`src/hdl/nlvg_pkg.sv`:
```
// Shared constants and types for the nearest later value gap block.
`timescale 1ns / 1ps
package nlvg_pkg;

  localparam int VAL_W           = 32;
  localparam int MAX_ITEMS_DEF   = 64;

  typedef struct packed {
    logic clear;
    logic step;
  } nlvg_ctl_t;

endpackage

```
`src/hdl/nlvg_absmin.sv`:
```
// Shared absolute-difference and running-minimum unit.
`timescale 1ns / 1ps
module nlvg_absmin (
  input  logic                      clk,
  input  nlvg_pkg::nlvg_ctl_t       ctl,
  input  logic [nlvg_pkg::VAL_W-1:0] here,
  input  logic [nlvg_pkg::VAL_W-1:0] other,
  output logic [nlvg_pkg::VAL_W-1:0] best
);
  import nlvg_pkg::*;

  logic signed [VAL_W:0] diff;
  logic        [VAL_W:0] mag;
  logic [VAL_W-1:0]      best_r;
  logic [VAL_W-1:0]      best_nxt;

  always_comb begin
    diff = $signed({other[VAL_W-1], other}) - $signed({here[VAL_W-1], here});
    mag  = diff[VAL_W] ? (~diff + 1'b1) : diff;
    best_nxt = best_r;
    if (ctl.clear) begin
      best_nxt = '1;
    end else if (ctl.step && (mag[VAL_W-1:0] < best_r)) begin
      best_nxt = mag[VAL_W-1:0];
    end
  end

  always_ff @(posedge clk) begin
    best_r <= best_nxt;
  end

  assign best = best_r;

endmodule

```
`src/hdl/nearest_later_value_gap.sv`:
```
// Top level: value store, scan sequencer and result register.
// Loading accepts one beat per cycle; in_tready is high while loading.
// A run of n stored values is scanned per position j < n-1 against each later
// value (n-1-j of them) in turn, through the single store read port and the
// shared abs/min unit; a stall on out_tready holds the scan.
// Reset (rst_n low, synchronous) empties the store and clears the output.
`timescale 1ns / 1ps
module nearest_later_value_gap #(
  parameter int MAX_ITEMS = nlvg_pkg::MAX_ITEMS_DEF
) (
  input  logic        clk,
  input  logic        rst_n,
  input  logic        in_tvalid,
  output logic        in_tready,
  input  logic [31:0] in_tdata,   // [31:0] value
  input  logic        in_tlast,   // is_last
  output logic        out_tvalid,
  input  logic        out_tready,
  output logic [31:0] out_tdata,  // [31:0] gap
  output logic        out_tlast   // last_result
);
  import nlvg_pkg::*;

  localparam int AW = (MAX_ITEMS > 1) ? $clog2(MAX_ITEMS) : 1;
  localparam int CW = $clog2(MAX_ITEMS + 1);

  localparam logic [1:0] S_LOAD  = 2'd0;
  localparam logic [1:0] S_FIRST = 2'd1;
  localparam logic [1:0] S_SCAN  = 2'd2;
  localparam logic [1:0] S_EMIT  = 2'd3;

  logic [VAL_W-1:0] mem [MAX_ITEMS];
  logic [VAL_W-1:0] rd_data_r;
  logic [AW-1:0]    rd_addr;

  logic [1:0]       state_r, state_nxt;
  logic [CW-1:0]    cnt_r, cnt_nxt;
  logic [CW-1:0]    j_r, j_nxt;
  logic [CW-1:0]    k_r, k_nxt;
  logic [VAL_W-1:0] here_r, here_nxt;
  logic             oval_r, oval_nxt;
  logic [VAL_W-1:0] odat_r, odat_nxt;
  logic             olast_r, olast_nxt;

  logic             in_acc;
  logic             wr_en;
  logic [CW-1:0]    n_after;
  logic             final_pos;
  logic             oslot;
  nlvg_ctl_t        ctl;
  logic [VAL_W-1:0] best;

  assign in_tready = (state_r == S_LOAD);
  assign in_acc    = in_tvalid && in_tready;
  assign wr_en     = in_acc && (cnt_r < CW'(MAX_ITEMS));
  assign n_after   = wr_en ? (cnt_r + 1'b1) : cnt_r;
  assign final_pos = (({1'b0, j_r} + (CW + 1)'(2)) == {1'b0, cnt_r});
  assign oslot     = !oval_r || out_tready;

  always_comb begin
    state_nxt = state_r;
    cnt_nxt   = cnt_r;
    j_nxt     = j_r;
    k_nxt     = k_r;
    here_nxt  = here_r;
    oval_nxt  = oval_r && !out_tready;
    odat_nxt  = odat_r;
    olast_nxt = olast_r;
    rd_addr   = j_r[AW-1:0];
    ctl       = '0;
    case (state_r)
      S_LOAD: begin
        if (in_acc) begin
          cnt_nxt = n_after;
          if (in_tlast) begin
            if (n_after >= CW'(2)) begin
              j_nxt     = '0;
              k_nxt     = CW'(1);
              rd_addr   = '0;
              state_nxt = S_FIRST;
            end else begin
              cnt_nxt = '0;
            end
          end
        end
      end
      S_FIRST: begin
        here_nxt  = rd_data_r;
        rd_addr   = k_r[AW-1:0];
        k_nxt     = k_r + 1'b1;
        ctl.clear = 1'b1;
        state_nxt = S_SCAN;
      end
      S_SCAN: begin
        ctl.step = 1'b1;
        if (k_r == cnt_r) begin
          state_nxt = S_EMIT;
        end else begin
          rd_addr = k_r[AW-1:0];
          k_nxt   = k_r + 1'b1;
        end
      end
      S_EMIT: begin
        if (oslot) begin
          oval_nxt  = 1'b1;
          odat_nxt  = best;
          olast_nxt = final_pos;
          if (final_pos) begin
            cnt_nxt   = '0;
            state_nxt = S_LOAD;
          end else begin
            j_nxt     = j_r + 1'b1;
            k_nxt     = j_r + CW'(2);
            rd_addr   = AW'(j_r + 1'b1);
            state_nxt = S_FIRST;
          end
        end
      end
      default: begin
        state_nxt = S_LOAD;
      end
    endcase
  end

  always_ff @(posedge clk) begin
    if (wr_en) begin
      mem[cnt_r[AW-1:0]] <= in_tdata;
    end
    rd_data_r <= mem[rd_addr];
  end

  always_ff @(posedge clk) begin
    if (!rst_n) begin
      state_r <= S_LOAD;
      cnt_r   <= '0;
      oval_r  <= 1'b0;
    end else begin
      state_r <= state_nxt;
      cnt_r   <= cnt_nxt;
      oval_r  <= oval_nxt;
    end
  end

  always_ff @(posedge clk) begin
    j_r     <= j_nxt;
    k_r     <= k_nxt;
    here_r  <= here_nxt;
    odat_r  <= odat_nxt;
    olast_r <= olast_nxt;
  end

  nlvg_absmin u_absmin (
    .clk   (clk),
    .ctl   (ctl),
    .here  (here_r),
    .other (rd_data_r),
    .best  (best)
  );

  assign out_tvalid = oval_r;
  assign out_tdata  = odat_r;
  assign out_tlast  = olast_r;

endmodule

```
`config.mk`:
```
export PLATFORM = sky130hd
export DESIGN_NAME = nearest_later_value_gap
export DESIGN_NICKNAME = d
export VERILOG_FILES = /design/src/hdl/nlvg_pkg.sv /design/src/hdl/nlvg_absmin.sv /design/src/hdl/nearest_later_value_gap.sv
export SDC_FILE = /design/constraint.sdc
export NUM_CORES = 2
export LEC_CHECK = 0
export BUFFER_PORTS_ARGS = -buffer_cell sky130_fd_sc_hd__buf_2
export CORE_MARGIN = 8
export CORE_UTILIZATION = 57
export CTS_BUF_LIST = sky130_fd_sc_hd__clkbuf_8 sky130_fd_sc_hd__clkbuf_16
export CTS_CLUSTER_SIZE = 30
export DETAILED_ROUTE_END_ITERATION = 8
export GPL_TIMING_DRIVEN = 1
export PLACE_DENSITY = 0.76
export SYNTH_ARGS = -nofsm -noshare
export SYNTH_HDL_FRONTEND = slang
export SYNTH_SLANG_ARGS = --single-unit
```
`constraint.sdc`:
```
create_clock -name clk -period 6 [get_ports clk]
set_input_delay 1.2 -clock clk [delete_from_list [all_inputs] [get_ports clk]]
set_output_delay 1.2 -clock clk [all_outputs]
set_load 0.02 [all_outputs]
```
==> flow_summary.ini <==
[outcome]
status = finished, final reports clean

[die]
fp.dieW_um = 416.5
start_util_pct = 57.19
dieArea_mm2 = 0.1734
fp.dieH_um = 416.5
core_area_mm2 = 0.1598
pin_count = 72
placementRows = 147

[clock_network]
h-tree-depth = 4
cts_buffers = 206
cts_hold_buf = 0
clk_pin_slew_ns = 0.07
cts_tree = done
cts_root_buf = clkbuf_16
clockBufferDepth = 3
cts_sinks = 2201
clk_latency_ns = 0.83

[grt]
grt_max_degree = 121
grt_pass1_wl_um = 359100
grt_pass1_vias = 56690
antenna_found_initial = 18
gr-total-overflow = 0
track_usage_pct = 27.20

[finish]
syn_to_final_growth_pct = 12.09
drive_above_1_share_pct = 11.93
final_area_mm2 = 0.1025
final_nets = 6919

[critical_path]
cp_data_arrival_time_ns = 6.42
worstPathRequired_ns = 6.76
criticalPathCategory = flop to flop
cp-start-kind = flop
cp-end-kind = flop
path_max_fanout = 7

[routing]
wirelength_um = 244000
antenna_left = 0
dr_total_vias = 58650
routedWlPerCell_um = 26.87
drt_iter0_drc = 7667
drc = 0
dr.pass1.iters = 6
via_per_inst = 6.459

[timing]
finalHoldViolations = 0
tightest_slew_ns = 1.300
setup_viol = 0
post-route-min-period_ns = 5.660
rsz0062_at_grt = false
worst_slack_ns = 0.3396
slew_viol_final = 0
skew_ns = 0.02604
max_freq_ghz = 0.1767
timing.slew.headroom_pct = 13.35
fin_crit_sh_pct = 94.34
timing.setup.tns_ns = 0

[pwr]
p_total_mw = 45.77
power_leakage_nw = 35.82
ir_drop_mv = 0.4729
power.density_mw_per_mm2 = 446.7

[synth]
post-synth-top-count-cell = edfxtp_1
ys_ff_latch = 2201
yosysSeqAreaShare_pct = 71.50
synth_edf_count = 2127
synth_area_leader_cell = edfxtp_1
synth_top_area_share_pct = 69.88
ys.flop_type = edfxtp_1
yosys-top-cells-area = edfxtp_1 (70%), nand2_1 (5.0%), mux2i_1 (3.7%)
synth_nets = 6795
ys_warn_count = 0
ys_async_sr_fraction_pct = 0
ys_types = 90
avgSynthCellArea_um2 = 13.67
syn-cell-area_mm2 = 0.09141
syn_inst = 6685
synthTopCellsByCount = edfxtp_1 (2,127), nand2_1 (1,218), nand3_1 (375)

[placement]
gp_congestion = 0.8791
place_ws_ns = -0.1468
io_buffer_count = 71
placed_cell_area_mm2 = 0.09560
hpwl_um = 143200

[hold_path]
worstHoldPathType = flop to flop

[job]
cap_violations = 0
through the flow:
step | instances | hold WS [ns] | util, %
5_1_grt | 9077 | 0.4378 | 64.10
4_1_cts | 9065 | 0.4330 | 63.97
6_report | 9081 | 0.4316 | 64.11
3_3_place_gp | 8681 | 0.4144 | 59.81
2_1_floorplan | 6685 | 0.4082 | -
3_5_place_dp | 8681 | 0.4172 | 59.81
power breakdown:
group          internal (mW)  leakage (nW)  total, mW  switching, mW
clock network           7.15          3.43       12.8           5.65
logic                   5.30          12.6       15.5           10.2
registers               17.3          19.7       17.5          0.231
total                   29.7          35.8       45.8           16.0
cells in the final DEF, fill, tap and decap left out, types with 74 or more instances in the layout:
cell and count:
edfxtp_1 2127, nand2_1 1216, nand3_1 371, mux2i_1 342, o211ai_1 332, inv_1 293, a21oi_1 277, buf_4 241
clkbuf_16 211, and3_1 122, a311oi_1 112, nor2_1 90, dfxtp_1 74
cell type report:
type / instances / area (µm²)
Antenna cell: 10 / 25.02
Clock buffer: 213 / 5285
Clock inverter: 171 / 1348
Fill cell: 11070 / 57370
Inverter: 252 / 948.4
Multi-Input combinational cell: 3787 / 23750
Sequential cell: 2201 / 65350
Tap cell: 2086 / 2610
Timing Repair Buffer: 361 / 3147
worst max-delay path, stage by stage, from the launching register on:
cell       delay (ns)
edfxtp_1         0.37
inv_1            0.07
ha_2             0.33
a21o_1           0.22
a31o_1           0.28
a211o_1          0.29
nor2_1           0.16
xnor2_2          0.13
or4_4            0.57
nor4b_4          0.35
nand4_1          0.19
buf_4            0.19
or3_1            0.38
nand2_1          0.09
xnor2_1          0.13
ha_1             0.26
a21o_1           0.16
a21oi_1          0.14
nor2b_1          0.06
o211ai_1         0.15
nand4b_1         0.20
a21o_1           0.22
or3_1            0.30
mux2_2           0.26
o2111ai_1        0.09
timing repair:
action / CTS / global route
buffers inserted: 0 / 4
cloned: 0 / 2
pin swaps: 0 / 7
endpoints found under the setup margin: 30 / 32
hold endpoints to repair: 0 / 0
gates resized for setup: 2 / 19
cell families after synthesis:
family / count (synthesis) / synth area share (%)
AO/OA/AOI/OAI: 1127 / 8.726
XOR/XNOR: 83 / 0.8268
adder cells (fa/ha/maj): 73 / 1.007
buffers and inverters: 697 / 3.291
flip-flops: 2201 / 71.50
multiplexers: 371 / 4.102
AND/OR/NAND/NOR: 2133 / 10.55
layer usage:
layer | up-vias | part of all wire (%) | track usage, %
li1 | 25490 | - | -
met2 | 3494 | 47 | 43.74
met1 | 29000 | 38 | 36.22
met4 | 12 | 4.7 | 12.09
met3 | 658 | 10 | 5.396
met5 | - | 0.032 | 0
final timing paths:
kind,cells past startpoint,from,to,slack (ns)
worst max-delay path,24,here_r[6],u_absmin.best[25],0.34
worst min-delay path,0,u_absmin.best[26],out_tdata[26],0.43
worst min register to register,0,u_absmin.best[26],out_tdata[26],0.43
worst max register to register,24,here_r[6],u_absmin.best[25],0.34
registers in the layout (all words and copies together) (netlist names):
name           cells
mem             2048
here_r            32
out_tdata         32
rd_data_r         32
u_absmin.best     32
cnt_r              7
j_r                7
k_r                7
state_r            2
out_tlast          1
out_tvalid         1
Power figures use the tool's default switching activity.
